<file path="config.mk">
export PLATFORM = sky130hd
export DESIGN_NAME = ahc_scan
export DESIGN_NICKNAME = d
export VERILOG_FILES = /design/src/rtl/h264_annexb_header_capture_top_defines.svh /design/src/rtl/ahc_pkg.sv /design/src/rtl/ahc_scan.sv
export SDC_FILE = /design/constraint.sdc
export NUM_CORES = 1
export LEC_CHECK = 0
export BUFFER_PORTS_ARGS = -buffer_cell sky130_fd_sc_hd__buf_2
export CORE_MARGIN = 4
export CORE_UTILIZATION = 55
export DETAILED_ROUTE_END_ITERATION = 10
export PLACE_DENSITY = 0.81
export SLEW_MARGIN = 20
export SYNTH_ARGS = -nofsm -noshare
export SYNTH_HDL_FRONTEND = slang
export SYNTH_SLANG_ARGS = --single-unit
</file>
<file path="constraint.sdc">
create_clock -name clk -period 11.7 [get_ports clk]
set_input_delay 2.925 -clock clk [delete_from_list [all_inputs] [get_ports clk]]
set_output_delay 2.925 -clock clk [all_outputs]
set_load 0.02 [all_outputs]
</file>
<file path="src/rtl/h264_annexb_header_capture_top_defines.svh">
// Assertion macros for the header capture block
`ifndef H264_ANNEXB_HEADER_CAPTURE_TOP_DEFINES_SVH
`define H264_ANNEXB_HEADER_CAPTURE_TOP_DEFINES_SVH
`ifndef SYNTHESIS
`define AHC_ASSERT_NOW(label, pre, post) \
    label: assert property (@(posedge clk) disable iff (!rst_n) (pre) |-> (post)) \
        else $error("ahc check failed");
`define AHC_ASSERT_NEXT(label, pre, post) \
    label: assert property (@(posedge clk) disable iff (!rst_n) (pre) |=> (post)) \
        else $error("ahc check failed");
`else
`define AHC_ASSERT_NOW(label, pre, post)
`define AHC_ASSERT_NEXT(label, pre, post)
`endif
`endif

</file>
<file path="src/rtl/ahc_pkg.sv">
`default_nettype none
package ahc_pkg;
    localparam int HDR_BYTES = 256;
    localparam int KF_BYTES = 65536;
    localparam int HDR_AW = $clog2(HDR_BYTES);
    localparam int KF_AW = $clog2(KF_BYTES);
    localparam int LEN_W = 17;
    localparam int CNT_LIMIT = ((HDR_BYTES > KF_BYTES) ? HDR_BYTES : KF_BYTES) + 4;
    localparam int CNT_W = $clog2(CNT_LIMIT + 1);
    localparam logic [3:0] MIN_LEN_RESET = 4'd5;
    localparam logic [3:0] NBUF_MAX = 4'd15;
    localparam logic [4:0] NAL_TYPE_MASK = 5'h1F;
    localparam logic [4:0] NAL_SPS = 5'd7;
    localparam logic [4:0] NAL_PPS = 5'd8;
    localparam logic [4:0] NAL_IDR = 5'd5;
    localparam logic [7:0] START_BYTE = 8'h01;

    typedef enum logic [1:0] {PH_SEARCH, PH_TYPE, PH_UNIT} phase_t;
    typedef enum logic [1:0] {ST_SPS = 2'd0, ST_PPS = 2'd1, ST_KEY = 2'd2, ST_NONE = 2'd3} store_t;

    typedef struct packed {
        logic              we;
        logic              is_kf;
        logic [HDR_AW+1:0] hdr_addr;
        logic [KF_AW:0]    kf_addr;
        logic [7:0]        data;
    } mem_wr_t;

    typedef struct packed {
        logic              re;
        logic              is_kf;
        logic [HDR_AW+1:0] hdr_addr;
        logic [KF_AW:0]    kf_addr;
    } mem_rd_t;

    typedef struct packed {
        logic             kind;
        logic [1:0]       unit_kind;
        logic [LEN_W-1:0] len;
        logic             ovf;
        logic             valid;
        logic             from_mem;
        logic [7:0]       cbyte;
    } res_t;

    function automatic logic [CNT_W-1:0] cap_of(input store_t s);
        cap_of = (s == ST_KEY) ? CNT_W'(KF_BYTES) : CNT_W'(HDR_BYTES);
    endfunction

    function automatic store_t store_of(input logic [4:0] t);
        case (t)
            NAL_SPS: store_of = ST_SPS;
            NAL_PPS: store_of = ST_PPS;
            NAL_IDR: store_of = ST_KEY;
            default: store_of = ST_NONE;
        endcase
    endfunction
endpackage
`default_nettype wire

</file>
<file path="src/rtl/ahc_scan.sv">
`default_nettype none
module ahc_scan import ahc_pkg::*; (
    input  wire logic        clk,
    input  wire logic        rst_n,
    input  wire logic        cfg_wen,
    input  wire logic [3:0]  cfg_wdata,
    input  wire logic        accept,
    input  wire logic        mode,
    input  wire logic [7:0]  data_byte,
    input  wire logic        last_of_buffer,
    input  wire logic [1:0]  store_select,
    input  wire logic [15:0] read_index,
    output mem_wr_t          wr,
    output mem_rd_t          rd,
    output res_t             res,
    output logic             res_valid
);
    logic [2:0][7:0]       recent_reg, recent_next;
    phase_t                phase_reg, phase_next;
    logic [CNT_W-1:0]      count_reg, count_next;
    logic [3:0]            nbuf_reg, nbuf_next;
    logic                  code4_reg, code4_next;
    store_t                cur_reg, cur_next;
    logic [2:0]            held_reg, held_next;
    logic [2:0][CNT_W-1:0] held_len_reg, held_len_next;
    logic [2:0][CNT_W-1:0] clen_reg, clen_next;
    logic [2:0]            bank_reg, bank_next;
    logic [2:0][1:0]       flag_reg, flag_next;
    logic [3:0]            min_len_reg, min_len_next;

    always_ff @(posedge clk or negedge rst_n)
    begin
        if (!rst_n)
        begin
            recent_reg   <= '0;
            phase_reg    <= PH_SEARCH;
            count_reg    <= '0;
            nbuf_reg     <= '0;
            code4_reg    <= 1'b0;
            cur_reg      <= ST_NONE;
            held_reg     <= '0;
            held_len_reg <= '0;
            clen_reg     <= '0;
            bank_reg     <= '0;
            flag_reg     <= '0;
            min_len_reg  <= MIN_LEN_RESET;
        end
        else
        begin
            recent_reg   <= recent_next;
            phase_reg    <= phase_next;
            count_reg    <= count_next;
            nbuf_reg     <= nbuf_next;
            code4_reg    <= code4_next;
            cur_reg      <= cur_next;
            held_reg     <= held_next;
            held_len_reg <= held_len_next;
            clen_reg     <= clen_next;
            bank_reg     <= bank_next;
            flag_reg     <= flag_next;
            min_len_reg  <= min_len_next;
        end
    end

    always_comb
    begin
        logic [3:0]       nbuf;
        logic             enough;
        logic [2:0]       bank_mid;
        logic             hit;
        logic             four;
        logic             end_en;
        logic [CNT_W-1:0] end_len;
        logic [CNT_W-1:0] sub;
        store_t           end_st;
        store_t           s_new;
        logic             rd_code4;
        logic [15:0]      one_pos;
        logic [CNT_W-1:0] widx;
        store_t           wst;
        logic             wen;

        recent_next   = recent_reg;
        phase_next    = phase_reg;
        count_next    = count_reg;
        nbuf_next     = nbuf_reg;
        code4_next    = code4_reg;
        cur_next      = cur_reg;
        held_next     = held_reg;
        held_len_next = held_len_reg;
        clen_next     = clen_reg;
        bank_next     = bank_reg;
        flag_next     = flag_reg;
        min_len_next  = cfg_wen ? cfg_wdata : min_len_reg;
        wr            = '0;
        rd            = '0;
        res           = '0;
        res_valid     = 1'b0;
        nbuf          = '0;
        enough        = 1'b0;
        bank_mid      = bank_reg;
        hit           = 1'b0;
        four          = 1'b0;
        end_en        = 1'b0;
        end_len       = '0;
        sub           = '0;
        end_st        = ST_NONE;
        s_new         = ST_NONE;
        rd_code4      = 1'b0;
        one_pos       = '0;
        widx          = '0;
        wst           = ST_NONE;
        wen           = 1'b0;

        if (accept && mode)
        begin
            res.kind  = 1'b1;
            res_valid = 1'b1;
            rd.re     = 1'b1;
            if (store_select != ST_NONE)
            begin
                res.unit_kind = store_select;
                res.len       = LEN_W'(clen_reg[store_select]);
                res.valid     = 32'(read_index) < 32'(clen_reg[store_select]);
                rd.is_kf      = (store_select == ST_KEY);
                rd.hdr_addr   = {store_select[0], bank_reg[store_select],
                                 read_index[HDR_AW-1:0]};
                rd.kf_addr    = {bank_reg[ST_KEY], KF_AW'(read_index)};
                rd_code4      = flag_reg[store_select][bank_reg[store_select]];
                one_pos       = rd_code4 ? 16'd3 : 16'd2;
                if (read_index < one_pos)
                begin
                    res.cbyte = 8'h00;
                end
                else if (read_index == one_pos)
                begin
                    res.cbyte = START_BYTE;
                end
                else
                begin
                    res.from_mem = 1'b1;
                end
                if (!res.valid)
                begin
                    res.from_mem = 1'b0;
                    res.cbyte    = 8'h00;
                end
            end
        end
        else if (accept)
        begin
            nbuf      = (nbuf_reg < NBUF_MAX) ? nbuf_reg + 4'd1 : NBUF_MAX;
            nbuf_next = nbuf;
            enough    = (nbuf >= min_len_reg);

            // commit units held back by a short buffer
            if (enough)
            begin
                for (int s = 0; s < 3; s++)
                begin
                    if (held_reg[s])
                    begin
                        bank_mid[s] = ~bank_mid[s];
                        clen_next[s] = held_len_reg[s];
                    end
                end
                held_next = '0;
            end

            hit  = (data_byte == START_BYTE) && (nbuf_reg >= 4'd2)
                   && (recent_reg[0] == 8'h00) && (recent_reg[1] == 8'h00);
            four = hit && (nbuf_reg >= 4'd3) && (recent_reg[2] == 8'h00);

            if (hit)
            begin
                if (phase_reg == PH_UNIT)
                begin
                    sub     = four ? CNT_W'(3) : CNT_W'(2);
                    end_en  = 1'b1;
                    end_st  = cur_reg;
                    end_len = (count_reg >= sub) ? count_reg - sub : '0;
                end
                phase_next = PH_TYPE;
                code4_next = four;
                count_next = '0;
            end
            else if (phase_reg == PH_TYPE)
            begin
                s_new = store_of(data_byte[4:0] & NAL_TYPE_MASK);
                if (s_new != ST_NONE)
                begin
                    held_next[s_new] = 1'b0;
                    flag_next[s_new][~bank_mid[s_new]] = code4_reg;
                end
                wst        = s_new;
                wen        = (s_new != ST_NONE);
                widx       = code4_reg ? CNT_W'(4) : CNT_W'(3);
                cur_next   = s_new;
                count_next = code4_reg ? CNT_W'(5) : CNT_W'(4);
                phase_next = PH_UNIT;
            end
            else if (phase_reg == PH_UNIT)
            begin
                wst  = cur_reg;
                wen  = (cur_reg != ST_NONE) && (count_reg < cap_of(cur_reg));
                widx = count_reg;
                if (count_reg < CNT_W'(CNT_LIMIT))
                begin
                    count_next = count_reg + CNT_W'(1);
                end
            end

            if (wen)
            begin
                wr.we       = 1'b1;
                wr.is_kf    = (wst == ST_KEY);
                wr.data     = data_byte;
                wr.hdr_addr = {wst[0], ~bank_mid[wst], widx[HDR_AW-1:0]};
                wr.kf_addr  = {~bank_mid[ST_KEY], widx[KF_AW-1:0]};
            end

            recent_next = {recent_reg[1], recent_reg[0], data_byte};

            if (last_of_buffer && (phase_next == PH_UNIT))
            begin
                end_en  = 1'b1;
                end_st  = cur_next;
                end_len = count_next;
            end

            if (end_en)
            begin
                cur_next = ST_NONE;
                if (end_st != ST_NONE)
                begin
                    if (end_len > cap_of(end_st))
                    begin
                        if (enough)
                        begin
                            res_valid     = 1'b1;
                            res.unit_kind = end_st;
                            res.len       = LEN_W'(cap_of(end_st) + CNT_W'(1));
                            res.ovf       = 1'b1;
                        end
                    end
                    else if (!enough)
                    begin
                        held_next[end_st]     = 1'b1;
                        held_len_next[end_st] = end_len;
                    end
                    else
                    begin
                        bank_mid[end_st]  = ~bank_mid[end_st];
                        clen_next[end_st] = end_len;
                        res_valid         = 1'b1;
                        res.unit_kind     = end_st;
                        res.len           = LEN_W'(end_len);
                    end
                end
            end
            bank_next = bank_mid;

            if (last_of_buffer)
            begin
                recent_next = '0;
                phase_next  = PH_SEARCH;
                count_next  = '0;
                nbuf_next   = '0;
                code4_next  = 1'b0;
                cur_next    = ST_NONE;
                held_next   = '0;
            end
        end
    end
endmodule
`default_nettype wire

</file>
; ---- Word level (Yosys, flattened, before mapping)
; Index checks and enable logic that the tools add are counted.
[totals]
regBits = 168
in_bits = 36
elab_cells = 239
[op_classes]
n_addsub = 4
order_cmp = 19
eq_ne = 16
n_mux = 147
bitwise = 14
n_reduce_logical = 19
[op_table]
columns = operator, n
row1 = 2-to-1 mux 51 bit, 7
row2 = 2-to-1 mux 17 bit, 18
row3 = 2-to-1 mux 37 bit, 3
row4 = bitwise mux 51 bit, 2
row5 = 2-to-1 mux 20 bit, 4
row6 = 2-to-1 mux 19 bit, 4
row7 = 2-to-1 mux 3 bit, 21
row8 = 2-to-1 mux 16 bit, 3
row9 = 2-to-1 mux 2 bit, 24
row10 = 2-to-1 mux 1 bit, 39
row11 = "adder 17 x 1 -> 17 bit, second input constant", 2
row12 = binary-select mux 17 bit (select 2 bit), 1
row13 = demux 17 bit (select 2 bit), 1
row14 = 2-to-1 mux 29 bit, 1
row15 = 2-to-1 mux 28 bit, 1
row16 = zero test 8 bit, 3
row17 = 2-to-1 mux 24 bit, 1
row18 = 2-to-1 mux 10 bit, 2
row19 = >= comparator 17 x 2 -> 1 bit, 1
row20 = > comparator 17 bit, 1
row21 = < comparator 16 x 17 -> 1 bit, 1
row22 = < comparator 17 bit, 1
row23 = "< comparator 17 bit, second input constant", 1
row24 = subtractor 17 x 2 -> 17 bit, 1
row25 = 36 further kinds, 76

; ---- Longest topological paths before layout
[depth]
ltp_word = 24
mapped_depth = 23

; ---- Worst setup path after synthesis
; OpenSTA, ideal clock, no wires.
[synth_path]
kind = input to output
from = input data_byte[5]
to = output res[18] (netlist bit)
t_arrival_ns = 7.046
setup_slack_ns = 1.729
path_stages = 18
path_buffers = 2
path_cell_list = nor4_1 > nand4_1 > nor3_1 > ha_1 > inv_1 > ha_1 > or3_1 > nor3_1 > xnor2_1 > o22ai_1 > ha_1 > o2111ai_1 > o32ai_2 > and2_4 > buf_8 > nand2b_1 > clkbuf_1 > o22ai_1
[synth_rtl]
columns = element, line
row1 = start: declaration, ahc_scan.sv:9  ; input wire logic [7:0] data_byte,
row2 = end: declaration, ahc_scan.sv:15  ; output res_t res,

==> qor.yml <==
run_status: "completed"
io_pins: 134
reg2reg_depth: 19
synth_commonest_cells: "164 x dfrtp_1, 125 x nand2_1, 76 x nor2_1"
synth_top_area_share_pct: 38.3
cp.arrival_ns: 8.30
start_util_pct: 56.6
cts.sinks: 168
yosys.cell_count.top_type: "dfrtp_1"
fp.dieW_um: 148
cts_hold_buf: 0
root_buffer: "clkbuf_16"
pre_cts_ws_ns: 0.593
p_per_area_mw_per_mm2: 110
netlist_instances: 1171
p_leak_nw: 5.50
required_ns: 8.78
synth_edf_count: 0
viasPerCell: 6.57
post_cts_resized: 0
crit_path_end_kind: "output pin"
drt_wl_total_um: 32500
rsz0062_at_grt: "false"
area_growth_pct: 10.4
core_mm2: 0.0190
ys.warnings.count: 0
critPathKind: "in2out"
max_freq_mhz: 89.1
cts_made_buffers: 17
setup-violations-final: 0
critPathMaxFanout: 28
synthTopCellsByArea: "dfrtp_1 38%, mux2_2 4.5%, a221o_1 4.5%, nand2_1 4.4%, ha_1 3.3%"
drt_pre_antenna_iters: 5
antenna_found_initial: 0
hold_viol_final: 0
regArea_mm2: 0.00421
htreeDepth: 4
route.detailed.drc: 0
ys_types: 82
setup_tns_ns: 0
holdPathStages: 2
seq_area_frac_synth_pct: 39.2
num_vias: 9845
min_period_over_period_pct: 95.9
grt_overflow_total: 0
worst_clock_skew_ns: 0.0111
fin_nets: 1290
synth_top_area_cell: "dfrtp_1"
slew_headroom_pct: 30.8
drive_gt1_share_pct: 19.5
utilization_pct: 62.5
finalMaxSlewViolations: 0
fin_hold_ws_ns: 0.483
hp-class: "reg2reg"
clockBufferDepth: 2
drt.antenna.violating_nets: 0
clock_latency_ns: 0.43
grt_max_degree: 90
multi_input_area_mm2: 0.00590
grt_pass1_wl_um: 52200
syn_area_mm2: 0.0107
cts_tree: "yes"
grt_pass1_vias: 9494
setup_slack_ns: 0.479
async_flop_share_pct: 100
drt_iter0_markers: 1054
layout_min_cycle_time_ns: 11.22
cts_setup_buffers: 0
hpwlAfterDp_um: 23300
startpoint_type: "primary input"
ir_worst_vdd_mv: 0.0961
gp_congestion: 0.972
ys_ff_latch: 168
rows: 50
worstMarginPinSlew_ns: 1.03
synth.avg_cell_area_um2: 9.16
maxCapViolCount: 0
synth_flop_cell: "dfrtp_1"
dieHeight_um: 148
fillCellCount: 1615
path_clk_slew_ns: 0.07
io_buffers: 126
diodes: 0
wire_per_inst_um: 21.6
track_usage_pct: 30.0
dieArea_mm2: 0.0218
[power by group]
part           switching, mW  internal (mW)  total (mW)  leakage [nW]
Sequential            0.0189          0.595       0.614          2.32
Combinational         0.0826         0.0404       0.123          2.90
Clock                  0.270          0.291       0.561         0.287
Total                  0.371          0.927        1.30          5.50
[through the flow]
stage	cell area (µm²)	cells	power (mW)
final	11800	1499	1.30
after global routing	11800	1499	1.34
after CTS	11800	1499	1.30
after detailed placement	11200	1467	0.746
after global placement	11200	1467	0.743
after floorplan	10700	1177	0.696
[cells by family after synthesis]
logic type / after synthesis / synth area share, %
other: 1 / 0.0350
AND/OR/NAND/NOR: 446 / 21.7
flip-flops: 168 / 39.2
AO/OA/AOI/OAI: 300 / 19.9
buffers and inverters: 132 / 6.11
adder cells (fa/ha/maj): 28 / 3.27
XOR/XNOR: 10 / 0.817
multiplexers: 86 / 8.85
[path summary, 6_finish.rpt]
kind	start	endpoint	slack (ns)
worst max-delay path	data_byte[5]	res[16]	0.48
min in group asynchronous	rst_n	min_len_reg[1]	2.56
max in group asynchronous	rst_n	held_len_reg[16]	7.60
worst max register to register	nbuf_reg[0]	held_len_reg[25]	5.02
worst min-delay path	recent_reg[20]	recent_reg[20]	0.48
worst min register to register	recent_reg[20]	recent_reg[20]	0.48
[layout make-up]
type	instances	area share [%]
Timing Repair Buffer	139	6.20
Multi-Input combinational cell	877	49.8
Inverter	23	0.729
Clock buffer	18	3.71
Sequential cell	168	35.5
Clock inverter	14	1.28
Tap cell	260	2.75
[critical path, stage by stage]
cell	delay, ns
buf_2	0.11
nor4_1	0.43
nand4_1	0.29
nor3_1	0.32
ha_1	0.21
nand2_1	0.08
nand3_1	0.17
nor4b_1	0.56
nand2_1	0.12
a31oi_1	0.39
inv_1	0.15
ha_1	0.31
o2111ai_1	0.14
o32ai_2	0.58
and2_4	0.48
nand2b_1	0.49
o22ai_1	0.30
buf_2	0.21
[placed cells by master, fill, tap and decap left out, types with 7 or more instances in the layout]
cell	Yosys	final
and3_1	48	48
a221o_1	48	48
a21o_1	11	11
nor2b_1	9	9
nor3b_1	10	10
ha_1	28	28
o31ai_1	16	16
clkbuf_16	0	17
xnor2_1	7	7
nor3_1	27	26
dfrtp_1	164	164
nand3_1	27	27
conb_1	1	7
mux2_2	43	43
o22ai_1	22	22
nand2b_1	9	8
o21ai_0	66	65
buf_2	11	125
nor4_1	35	35
o2111ai_1	8	8
mux2i_1	24	24
o211ai_1	10	10
inv_1	21	21
buf_4	26	13
nand4_1	9	9
and2_1	38	38
mux2_1	18	18
nor2_1	76	76
a21oi_1	56	56
o21a_1	10	10
nand2_1	125	125
[layer usage]
metal  global-route usage (%)  part of all wire (%)  wire length (µm)  vias up
li1                         -                     -                 -     4463
met3                     6.10                   9.8              3170       84
met5                        0                     0                 0        -
met1                     41.2                    41             13300     4716
met4                     11.8                   3.4              1100        0
met2                     46.9                    46             14900      582
Note: power is estimated with default switching activity, not from simulation.
